[src/rtl/core/hkc_pkg.sv]
// Shared constants, codes and the US-layout key decoder of the keyboard code assembler.
`default_nettype none
package hkc_pkg;

    localparam int LINE_MAX    = 64;
    localparam int QUEUE_DEPTH = 4;

    localparam int LIDX_W  = (LINE_MAX > 1) ? $clog2(LINE_MAX) : 1;
    localparam int QIDX_W  = (QUEUE_DEPTH > 1) ? $clog2(QUEUE_DEPTH) : 1;
    localparam int CODE_D  = QUEUE_DEPTH * LINE_MAX;
    localparam int CODE_AW = (CODE_D > 1) ? $clog2(CODE_D) : 1;
    localparam int LCNT_W  = 7;
    localparam int QCNT_W  = 3;
    localparam int CHAR_W  = 7;
    localparam int KEY_W   = 8;
    localparam int NKEYS   = 6;
    localparam int KCNT_W  = 3;

    localparam logic [7:0] SHIFT_MASK  = 8'h22;
    localparam logic [7:0] KEY_ENTER   = 8'h28;
    localparam logic [7:0] KEY_KPENTER = 8'h58;
    localparam logic [7:0] KEY_BKSP    = 8'h2A;

    typedef enum logic [1:0] {
        OP_REPORT = 2'd0,
        OP_READ   = 2'd1,
        OP_CLEAR  = 2'd2,
        OP_NONE   = 2'd3
    } op_t;

    typedef enum logic [1:0] {
        KIND_STATUS = 2'd0,
        KIND_CHAR   = 2'd1,
        KIND_EMPTY  = 2'd2,
        KIND_RSVD   = 2'd3
    } kind_t;

    function automatic logic [CHAR_W-1:0] decode_key(input logic [7:0] key, input logic shift);
        logic [CHAR_W-1:0] base;
        base = 7'h61 + CHAR_W'(key - 8'h04);
        if (key >= 8'h04 && key <= 8'h1D)
        begin
            return shift ? (base - 7'd32) : base;
        end
        case (key)
            8'h1E: return shift ? 7'h21 : 7'h31;
            8'h1F: return shift ? 7'h40 : 7'h32;
            8'h20: return shift ? 7'h23 : 7'h33;
            8'h21: return shift ? 7'h24 : 7'h34;
            8'h22: return shift ? 7'h25 : 7'h35;
            8'h23: return shift ? 7'h5E : 7'h36;
            8'h24: return shift ? 7'h26 : 7'h37;
            8'h25: return shift ? 7'h2A : 7'h38;
            8'h26: return shift ? 7'h28 : 7'h39;
            8'h27: return shift ? 7'h29 : 7'h30;
            8'h2D: return shift ? 7'h5F : 7'h2D;
            8'h2E: return shift ? 7'h2B : 7'h3D;
            8'h2F: return shift ? 7'h7B : 7'h5B;
            8'h30: return shift ? 7'h7D : 7'h5D;
            8'h31: return shift ? 7'h7C : 7'h5C;
            8'h33: return shift ? 7'h3A : 7'h3B;
            8'h34: return shift ? 7'h22 : 7'h27;
            8'h36: return shift ? 7'h3C : 7'h2C;
            8'h37: return shift ? 7'h3E : 7'h2E;
            8'h38: return shift ? 7'h3F : 7'h2F;
            8'h2C: return 7'h20;
            default: return 7'h00;
        endcase
    endfunction

endpackage
`default_nettype wire

[src/rtl/core/hid_keyboard_code_assembler.sv]
// Top level: HID boot-keyboard report decoder, line buffer and code queue.
// A report walks its keys, copying the line into the queue at each Enter on a non-empty line;
// a read sends the oldest code one character at a time; clear and unused ops give a status.
// Throughput: one item at a time; the next transfer is taken in the cycle after the last result
//   is loaded, and a stalled output register holds the block.
// Reset clears line length, queue head and count; RAM contents stay undefined.
`default_nettype none
module hid_keyboard_code_assembler (
    input  wire logic       clk,
    input  wire logic       rst_n,
    input  wire logic       in_valid,
    output logic            in_ready,
    input  wire logic [1:0] operation,
    input  wire logic [3:0] report_length,
    input  wire logic [7:0] modifier,
    input  wire logic [7:0] key_a,
    input  wire logic [7:0] key_b,
    input  wire logic [7:0] key_c,
    input  wire logic [7:0] key_d,
    input  wire logic [7:0] key_e,
    input  wire logic [7:0] key_f,
    output logic            out_valid,
    input  wire logic       out_ready,
    output logic [1:0]      result_kind,
    output logic [6:0]      code_char,
    output logic            last_of_run,
    output logic [6:0]      line_length,
    output logic [2:0]      codes_waiting,
    output logic            dropped_oldest
);

    localparam int LM = hkc_pkg::LINE_MAX;
    localparam int QD = hkc_pkg::QUEUE_DEPTH;
    localparam int LW = hkc_pkg::LCNT_W;
    localparam int LI = hkc_pkg::LIDX_W;
    localparam int QI = hkc_pkg::QIDX_W;
    localparam int QC = hkc_pkg::QCNT_W;
    localparam int CA = hkc_pkg::CODE_AW;
    localparam int CW = hkc_pkg::CHAR_W;

    typedef enum logic [5:0] {
        S_IDLE     = 6'b000001,
        S_KEY      = 6'b000010,
        S_COPY     = 6'b000100,
        S_EMIT     = 6'b001000,
        S_RD_ISSUE = 6'b010000,
        S_RD_WAIT  = 6'b100000
    } state_t;

    state_t state_reg, state_next;
    logic [hkc_pkg::KEY_W-1:0] keys_reg [hkc_pkg::NKEYS];
    logic [hkc_pkg::KEY_W-1:0] keys_next [hkc_pkg::NKEYS];
    logic [hkc_pkg::KCNT_W-1:0] keys_left_reg, keys_left_next;
    logic shift_on_reg, shift_on_next;
    logic dropped_reg, dropped_next;
    hkc_pkg::kind_t kind_reg, kind_next;
    logic [LW-1:0] line_count_reg, line_count_next;
    logic [QI-1:0] q_head_reg, q_head_next;
    logic [QC-1:0] q_count_reg, q_count_next;
    logic [LW-1:0] code_len_reg [QD];
    logic [LW-1:0] code_len_next [QD];
    logic [QI-1:0] slot_reg, slot_next;
    logic [LW-1:0] idx_reg, idx_next;
    logic [LW-1:0] rd_n_reg, rd_n_next;
    logic pend_reg, pend_next;
    logic [LI-1:0] pend_idx_reg, pend_idx_next;

    logic out_valid_reg, out_valid_next;
    hkc_pkg::kind_t out_kind_reg, out_kind_next;
    logic [CW-1:0] out_char_reg, out_char_next;
    logic out_last_reg, out_last_next;
    logic [LW-1:0] out_line_reg, out_line_next;
    logic [QC-1:0] out_codes_reg, out_codes_next;
    logic out_drop_reg, out_drop_next;

    // RAM ports
    logic line_we, line_re;
    logic [LI-1:0] line_waddr, line_raddr;
    logic [CW-1:0] line_wdata, line_rdata;
    logic code_we, code_re;
    logic [CA-1:0] code_waddr, code_raddr;
    logic [CW-1:0] code_rdata;

    logic can_emit;
    logic [hkc_pkg::KEY_W-1:0] key;
    logic [CW-1:0] key_char;
    logic [QI:0] tail_sum;
    logic [QI-1:0] tail_slot;
    logic [QI-1:0] head_inc;
    logic [3:0] eff_len;

    hkc_ram #(.DEPTH(LM), .WIDTH(CW), .AW(LI)) u_line_ram (
        .clk     (clk),
        .wr_en   (line_we),
        .wr_addr (line_waddr),
        .wr_data (line_wdata),
        .rd_en   (line_re),
        .rd_addr (line_raddr),
        .rd_data (line_rdata)
    );

    // Copy writes take line RAM data in the cycle after the read.
    hkc_ram #(.DEPTH(hkc_pkg::CODE_D), .WIDTH(CW), .AW(CA)) u_code_ram (
        .clk     (clk),
        .wr_en   (code_we),
        .wr_addr (code_waddr),
        .wr_data (line_rdata),
        .rd_en   (code_re),
        .rd_addr (code_raddr),
        .rd_data (code_rdata)
    );

    assign in_ready       = (state_reg == S_IDLE);
    assign out_valid      = out_valid_reg;
    assign result_kind    = out_kind_reg;
    assign code_char      = out_char_reg;
    assign last_of_run    = out_last_reg;
    assign line_length    = out_line_reg;
    assign codes_waiting  = out_codes_reg;
    assign dropped_oldest = out_drop_reg;

    // The output register frees when empty or when its transfer completes.
    assign can_emit = !out_valid_reg || out_ready;
    assign key      = keys_reg[0];
    assign key_char = hkc_pkg::decode_key(key, shift_on_reg);
    assign head_inc = (32'(q_head_reg) == QD - 1) ? '0 : q_head_reg + 1'b1;
    assign eff_len  = (report_length > 4'd8) ? 4'd8 : report_length;

    always_comb
    begin
        state_next     = state_reg;
        keys_next      = keys_reg;
        keys_left_next = keys_left_reg;
        shift_on_next  = shift_on_reg;
        dropped_next   = dropped_reg;
        kind_next      = kind_reg;
        line_count_next = line_count_reg;
        q_head_next    = q_head_reg;
        q_count_next   = q_count_reg;
        code_len_next  = code_len_reg;
        slot_next      = slot_reg;
        idx_next       = idx_reg;
        rd_n_next      = rd_n_reg;
        pend_next      = 1'b0;
        pend_idx_next  = pend_idx_reg;

        out_valid_next = out_valid_reg && !out_ready;
        out_kind_next  = out_kind_reg;
        out_char_next  = out_char_reg;
        out_last_next  = out_last_reg;
        out_line_next  = out_line_reg;
        out_codes_next = out_codes_reg;
        out_drop_next  = out_drop_reg;

        line_we    = 1'b0;
        line_waddr = line_count_reg[LI-1:0];
        line_wdata = key_char;
        line_re    = 1'b0;
        line_raddr = idx_reg[LI-1:0];
        code_we    = pend_reg;
        code_waddr = CA'(slot_reg) * CA'(LM) + CA'(pend_idx_reg);
        code_re    = 1'b0;
        code_raddr = CA'(slot_reg) * CA'(LM) + CA'(idx_reg[LI-1:0]);

        // Tail slot of the queue after any drop of the oldest code.
        if (32'(q_count_reg) >= QD)
        begin
            tail_sum = {1'b0, head_inc} + (QI+1)'(QD - 1);
        end
        else
        begin
            tail_sum = {1'b0, q_head_reg} + (QI+1)'(q_count_reg);
        end
        if (32'(tail_sum) >= QD)
        begin
            tail_slot = QI'(32'(tail_sum) - QD);
        end
        else
        begin
            tail_slot = tail_sum[QI-1:0];
        end

        unique case (state_reg)
            S_IDLE:
            begin
                if (in_valid)
                begin
                    keys_next[0]   = key_a;
                    keys_next[1]   = key_b;
                    keys_next[2]   = key_c;
                    keys_next[3]   = key_d;
                    keys_next[4]   = key_e;
                    keys_next[5]   = key_f;
                    shift_on_next  = |(modifier & hkc_pkg::SHIFT_MASK);
                    dropped_next   = 1'b0;
                    kind_next      = hkc_pkg::KIND_STATUS;
                    keys_left_next = (eff_len >= 4'd3) ? 3'(eff_len - 4'd2) : '0;
                    case (operation)
                        hkc_pkg::OP_REPORT: state_next = S_KEY;
                        hkc_pkg::OP_READ:
                        begin
                            if (q_count_reg == '0 || code_len_reg[q_head_reg] == '0)
                            begin
                                kind_next = hkc_pkg::KIND_EMPTY;
                                state_next = S_EMIT;
                            end
                            else
                            begin
                                state_next = S_RD_ISSUE;
                            end
                            if (q_count_reg != '0)
                            begin
                                slot_next    = q_head_reg;
                                rd_n_next    = code_len_reg[q_head_reg];
                                idx_next     = '0;
                                q_head_next  = head_inc;
                                q_count_next = q_count_reg - 1'b1;
                            end
                        end
                        hkc_pkg::OP_CLEAR:
                        begin
                            line_count_next = '0;
                            state_next = S_EMIT;
                        end
                        default: state_next = S_EMIT;
                    endcase
                end
            end
            S_KEY:
            begin
                if (keys_left_reg == '0)
                begin
                    state_next = S_EMIT;
                end
                else
                begin
                    // Advance to the next key byte.
                    for (int k = 0; k < hkc_pkg::NKEYS - 1; k++)
                    begin
                        keys_next[k] = keys_reg[k+1];
                    end
                    keys_left_next = keys_left_reg - 1'b1;
                    if (key == hkc_pkg::KEY_ENTER || key == hkc_pkg::KEY_KPENTER)
                    begin
                        if (line_count_reg != '0)
                        begin
                            if (32'(q_count_reg) >= QD)
                            begin
                                q_head_next  = head_inc;
                                dropped_next = 1'b1;
                                q_count_next = QC'(QD);
                            end
                            else
                            begin
                                q_count_next = q_count_reg + 1'b1;
                            end
                            slot_next = tail_slot;
                            code_len_next[tail_slot] = line_count_reg;
                            idx_next = '0;
                            state_next = S_COPY;
                        end
                    end
                    else if (key == hkc_pkg::KEY_BKSP)
                    begin
                        if (line_count_reg != '0)
                        begin
                            line_count_next = line_count_reg - 1'b1;
                        end
                    end
                    else if (key_char != '0 && 32'(line_count_reg) < LM)
                    begin
                        line_we = 1'b1;
                        line_count_next = line_count_reg + 1'b1;
                    end
                end
            end
            S_COPY:
            begin
                if (idx_reg < line_count_reg)
                begin
                    line_re       = 1'b1;
                    pend_next     = 1'b1;
                    pend_idx_next = idx_reg[LI-1:0];
                    idx_next      = idx_reg + 1'b1;
                end
                else if (!pend_reg)
                begin
                    line_count_next = '0;
                    state_next = S_KEY;
                end
            end
            S_EMIT:
            begin
                if (can_emit)
                begin
                    out_valid_next = 1'b1;
                    out_kind_next  = kind_reg;
                    out_char_next  = '0;
                    out_last_next  = 1'b0;
                    out_line_next  = line_count_reg;
                    out_codes_next = q_count_reg;
                    out_drop_next  = dropped_reg;
                    state_next = S_IDLE;
                end
            end
            S_RD_ISSUE:
            begin
                code_re = 1'b1;
                state_next = S_RD_WAIT;
            end
            S_RD_WAIT:
            begin
                if (can_emit)
                begin
                    out_valid_next = 1'b1;
                    out_kind_next  = hkc_pkg::KIND_CHAR;
                    out_char_next  = code_rdata;
                    out_last_next  = (idx_reg + 1'b1 == rd_n_reg);
                    out_line_next  = line_count_reg;
                    out_codes_next = q_count_reg;
                    out_drop_next  = 1'b0;
                    if (idx_reg + 1'b1 == rd_n_reg)
                    begin
                        state_next = S_IDLE;
                    end
                    else
                    begin
                        idx_next = idx_reg + 1'b1;
                        state_next = S_RD_ISSUE;
                    end
                end
            end
            default: state_next = S_IDLE;
        endcase
    end

    always_ff @(posedge clk or negedge rst_n)
    begin
        if (!rst_n)
        begin
            state_reg      <= S_IDLE;
            line_count_reg <= '0;
            q_head_reg     <= '0;
            q_count_reg    <= '0;
            pend_reg       <= 1'b0;
            out_valid_reg  <= 1'b0;
        end
        else
        begin
            state_reg      <= state_next;
            line_count_reg <= line_count_next;
            q_head_reg     <= q_head_next;
            q_count_reg    <= q_count_next;
            pend_reg       <= pend_next;
            out_valid_reg  <= out_valid_next;
        end
    end

    always_ff @(posedge clk)
    begin
        keys_reg       <= keys_next;
        keys_left_reg  <= keys_left_next;
        shift_on_reg   <= shift_on_next;
        dropped_reg    <= dropped_next;
        kind_reg       <= kind_next;
        code_len_reg   <= code_len_next;
        slot_reg       <= slot_next;
        idx_reg        <= idx_next;
        rd_n_reg       <= rd_n_next;
        pend_idx_reg   <= pend_idx_next;
        out_kind_reg   <= out_kind_next;
        out_char_reg   <= out_char_next;
        out_last_reg   <= out_last_next;
        out_line_reg   <= out_line_next;
        out_codes_reg  <= out_codes_next;
        out_drop_reg   <= out_drop_next;
    end

endmodule
`default_nettype wire

[src/rtl/core/hkc_ram.sv]
// Simple dual-port synchronous RAM with registered read data.
`default_nettype none
module hkc_ram #(
    parameter int DEPTH = 64,
    parameter int WIDTH = 7,
    parameter int AW    = (DEPTH > 1) ? $clog2(DEPTH) : 1
) (
    input  wire logic             clk,
    input  wire logic             wr_en,
    input  wire logic [AW-1:0]    wr_addr,
    input  wire logic [WIDTH-1:0] wr_data,
    input  wire logic             rd_en,
    input  wire logic [AW-1:0]    rd_addr,
    output logic      [WIDTH-1:0] rd_data
);

    logic [WIDTH-1:0] mem [DEPTH];

    always_ff @(posedge clk)
    begin
        if (wr_en)
        begin
            mem[wr_addr] <= wr_data;
        end
        if (rd_en)
        begin
            rd_data <= mem[rd_addr];
        end
    end

endmodule
`default_nettype wire

[config.mk]
export PLATFORM = sky130hd
export DESIGN_NAME = hid_keyboard_code_assembler
export DESIGN_NICKNAME = d
export VERILOG_FILES = /design/src/rtl/core/hkc_pkg.sv /design/src/rtl/core/hid_keyboard_code_assembler.sv /design/src/rtl/core/hkc_ram.sv
export SDC_FILE = /design/constraint.sdc
export NUM_CORES = 2
export LEC_CHECK = 0
export BUFFER_PORTS_ARGS = -buffer_cell sky130_fd_sc_hd__buf_2
export CORE_ASPECT_RATIO = 1.75
export CORE_UTILIZATION = 50
export DETAILED_ROUTE_END_ITERATION = 12
export GPL_TIMING_DRIVEN = 0
export PLACE_DENSITY = 0.65
export SETUP_SLACK_MARGIN = 0.1
export SLEW_MARGIN = 20
export SYNTH_ARGS = -nofsm -noshare
export SYNTH_HDL_FRONTEND = slang
export SYNTH_SLANG_ARGS = --single-unit
[constraint.sdc]
create_clock -name clk -period 6 [get_ports clk]
set_input_delay 1.2 -clock clk [delete_from_list [all_inputs] [get_ports clk]]
set_output_delay 1.2 -clock clk [all_outputs]
set_load 0.01 [all_outputs]
==> reports/results.ini <==
[status]
status = complete, but fails checks
violations = setup timing

[timing]
max_freq_mhz = 163
rsz0062_at_grt = false
setup_violations = 3
hold_violations = 0
tightest_slew_ns = 1.38
fin_ws_ns = -0.132
fin_crit_ns = 6.13
finalSetupTns_ns = -0.211
final-max-slew-violation-count = 0
timing.final.crit_share_pct = 102
slew_headroom_pct = 7.75
clock_skew_ns = 0.0530

[pwr]
powerDensity_mw_per_mm2 = 489
switchingPower_mw = 19.4
sequentialPowerShare_pct = 36.9
p_sw_share_pct = 36.9
peakVddDrop_mv = 0.322
p_total_mw = 52.5
intPower_mw = 33.1
p_comb_share_pct = 36.7
p_clk_share_pct = 26.3
leakage_nw = 33.8

[place]
gp_congestion = 1.02
portBuffers = 81
place_area_sq_mm = 0.101
dp_hpwl_um = 236000
dpl.cell_count = 7141

[synth]
ys_seq_area_share_pct = 76.2
yosysMostFrequentCell = edfxtp_1
synthArstFlopShare_pct = 0.834
synth.net_count = 4585
netlist_instances = 4494
netlist.area_leader.share_pct = 75.6
synth-seq-cells = 2399
synth_cell_type_count = 69
syn_area_sq_mm = 0.0944
synth_edf_count = 2379
ys_warn_count = 0
syn_avg_cell_area_sq_um = 21.0
synth_ff_type = edfxtp_1
synth_area_leaders = edfxtp_1 76%, mux4_2 15%, nor2_1 1.5%, nand2_1 0.67%, dfrtp_1 0.50%
synth_area_leader_cell = edfxtp_1
synthTopCellsByCount = 2379 x edfxtp_1, 648 x mux4_2, 374 x nor2_1, 168 x nand2_1, 125 x clkbuf_1

[setup_path]
required_ns = 6.51
slowest_delay_ns = 0.82
worst_r2r_path_depth = 10
crit_chain = buf_2, buf_2, nand2_1, clkbuf_2, a221oi_1, o21ai_0, nand2_1, nor2_1, a21oi_1, o311ai_1
cp_max_fo = 10
r2r-start = idx_reg[3]
r2r-end = u_code_ram.rd_data[0]
worst_ep_arrival_time_ns = 6.64
crit_slowest_cell = nand2_1
crit_path_end_kind = register
start_kind = register
r2r_slack_ns = -0.13
path_class = register to register

[routing]
wl_per_cell_um = 44.8
drtIter0Drc = 8659
avgViaCountPerCell = 6.93
vias = 52200
finalWirelength_um = 337000
drc = 0
drtPass1Iterations = 7
ant_nets = 0

[job]
cap_violations = 0

[grt]
grt_max_degree = 65
grt.overflow.total = 0
grt_pass1_wl_um = 445000
grt_pass1_vias = 50700
antenna_found_initial = 23
track_usage_pct = 35.8

[finish]
area_growth_pct = 13.7
nNetsFinal = 5001
largest_reg_flops = 1792
fin_area_sq_mm = 0.107
drive_gt1_share_pct = 27.3
fin_cells = 7529

[floorplanning]
die_w_um = 331
num_io_pins = 89
die_area_sq_mm = 0.191
die_height_um = 577
num_rows = 210
coreArea_sq_mm = 0.187
start_util_pct = 50.4

[clock_tree]
cts_max_level = 4
cts_tree = yes
clk_pin_slew_worst_paths_ns = 0.07
ctsHoldBuffers = 0
clockBufferDepth = 4
cts_made_buffers = 205
clk_latency_ns = 0.89
cts_setup_buffers = 0
clockRootBuffer = clkbuf_16
clkSinkCount = 2399

[min_path]
min_path_type = input port to asynchronous set/reset pin

[worst max-delay path by stage]
stage                     from               endpoint  slack [ns]  cells past startpoint
floorplan               key[0]   u_line_ram.mem[0][3]        1.24                      8
global placement        key[0]  u_line_ram.mem[14][2]       -2.63                      9
detailed placement  idx_reg[2]  u_code_ram.rd_data[4]       -0.02                     10
CTS                 idx_reg[1]  u_code_ram.rd_data[6]        0.24                     10
global route        idx_reg[1]  u_code_ram.rd_data[6]        0.22                     10
finish              idx_reg[3]  u_code_ram.rd_data[0]       -0.13                     10
[cell families (layout without fill, tap and decap cells)]
kind of cell / Yosys count / count (layout) / share of synthesized area, %
AO/OA/AOI/OAI: 311 / 311 / 2.30
buffers and inverters: 289 / 869 / 1.53
multiplexers: 698 / 698 / 16.0
other: 0 / 17 / 0
AND/OR/NAND/NOR: 749 / 749 / 3.45
XOR/XNOR: 23 / 23 / 0.213
flip-flops: 2399 / 2399 / 76.2
adder cells (fa/ha/maj): 25 / 25 / 0.339
[power by group through the flow]
stage | logic, mW | registers, mW | clock network (mW)
2_1_floorplan | 8.85 | 19.7 | 0
3_3_place_gp | 17.6 | 19.9 | 0
3_5_place_dp | 18.5 | 19.7 | 0
4_1_cts | 18.5 | 19.4 | 13.8
5_1_grt | 18.9 | 19.4 | 14.4
6_report | 19.3 | 19.4 | 13.8
[critical path: cells and delay by family, from the launching register on]
kind,cells,cell delay [ns]
DFF,1,0.79
AOI/OAI and AO/OA,4,1.83
and+or+nand+nor,3,0.97
buffers and inverters,3,2.04
[final cells by class]
type / instances / area, sq um
multi-input combinational: 1806 / 21200
sequential: 2399 / 71900
timing repair buffer: 209 / 2850
tap: 2438 / 3050
clock inverter: 130 / 1420
fill: 13600 / 80000
buffer: 260 / 1440
inverter: 29 / 109
clock buffer: 241 / 5360
antenna: 17 / 42.5
[metrics by stage]
step | util (%) | setup WS (ns) | hold slack (ns)
after CTS | 57.3 | 0.245 | 0.301
final | 57.3 | -0.132 | 0.313
after global placement | 52.3 | -2.63 | 0.474
after global routing | 57.3 | 0.220 | 0.329
after floorplan | - | 1.24 | 0.445
after detailed placement | 53.7 | -0.0171 | 0.467
[layer usage]
metal  vias to the layer above  GRT usage [%]  share of wire, %  routed length, um
met5                         -              0             0.041                138
met4                        22           29.8                10              34200
met1                     27300           40.5                31             103000
met2                      4166           56.6                48             162000
li1                      19500              -                 -                  -
met3                      1127           9.51                11              38000
[what timing repair did]
item / 4_1_cts / 5_1_grt
gates resized for setup: 1 / 0
hold endpoints to repair: 0 / 0
setup endpoints to repair: 1 / 0
[cells in the final DEF, fill, tap and decap left out, types with 18 or more instances in the layout]
cell,n
nand2_1,167
clkinv_1,38
ha_1,24
buf_16,36
inv_1,28
mux4_2,648
o22ai_1,27
a221oi_1,47
clkbuf_16,208
bufinv_16,29
buf_2,149
buf_6,31
clkinv_2,41
clkbuf_2,63
mux2i_1,42
a21oi_1,48
a22o_1,28
a22oi_1,24
o21ai_0,47
buf_12,18
nand3_1,71
dfrtp_1,19
nor2_1,372
nor2b_1,27
edfxtp_1,2379
clkbuf_1,93
buf_8,68
buf_4,31
nor3_1,20
(Power assumes the default switching activity.)
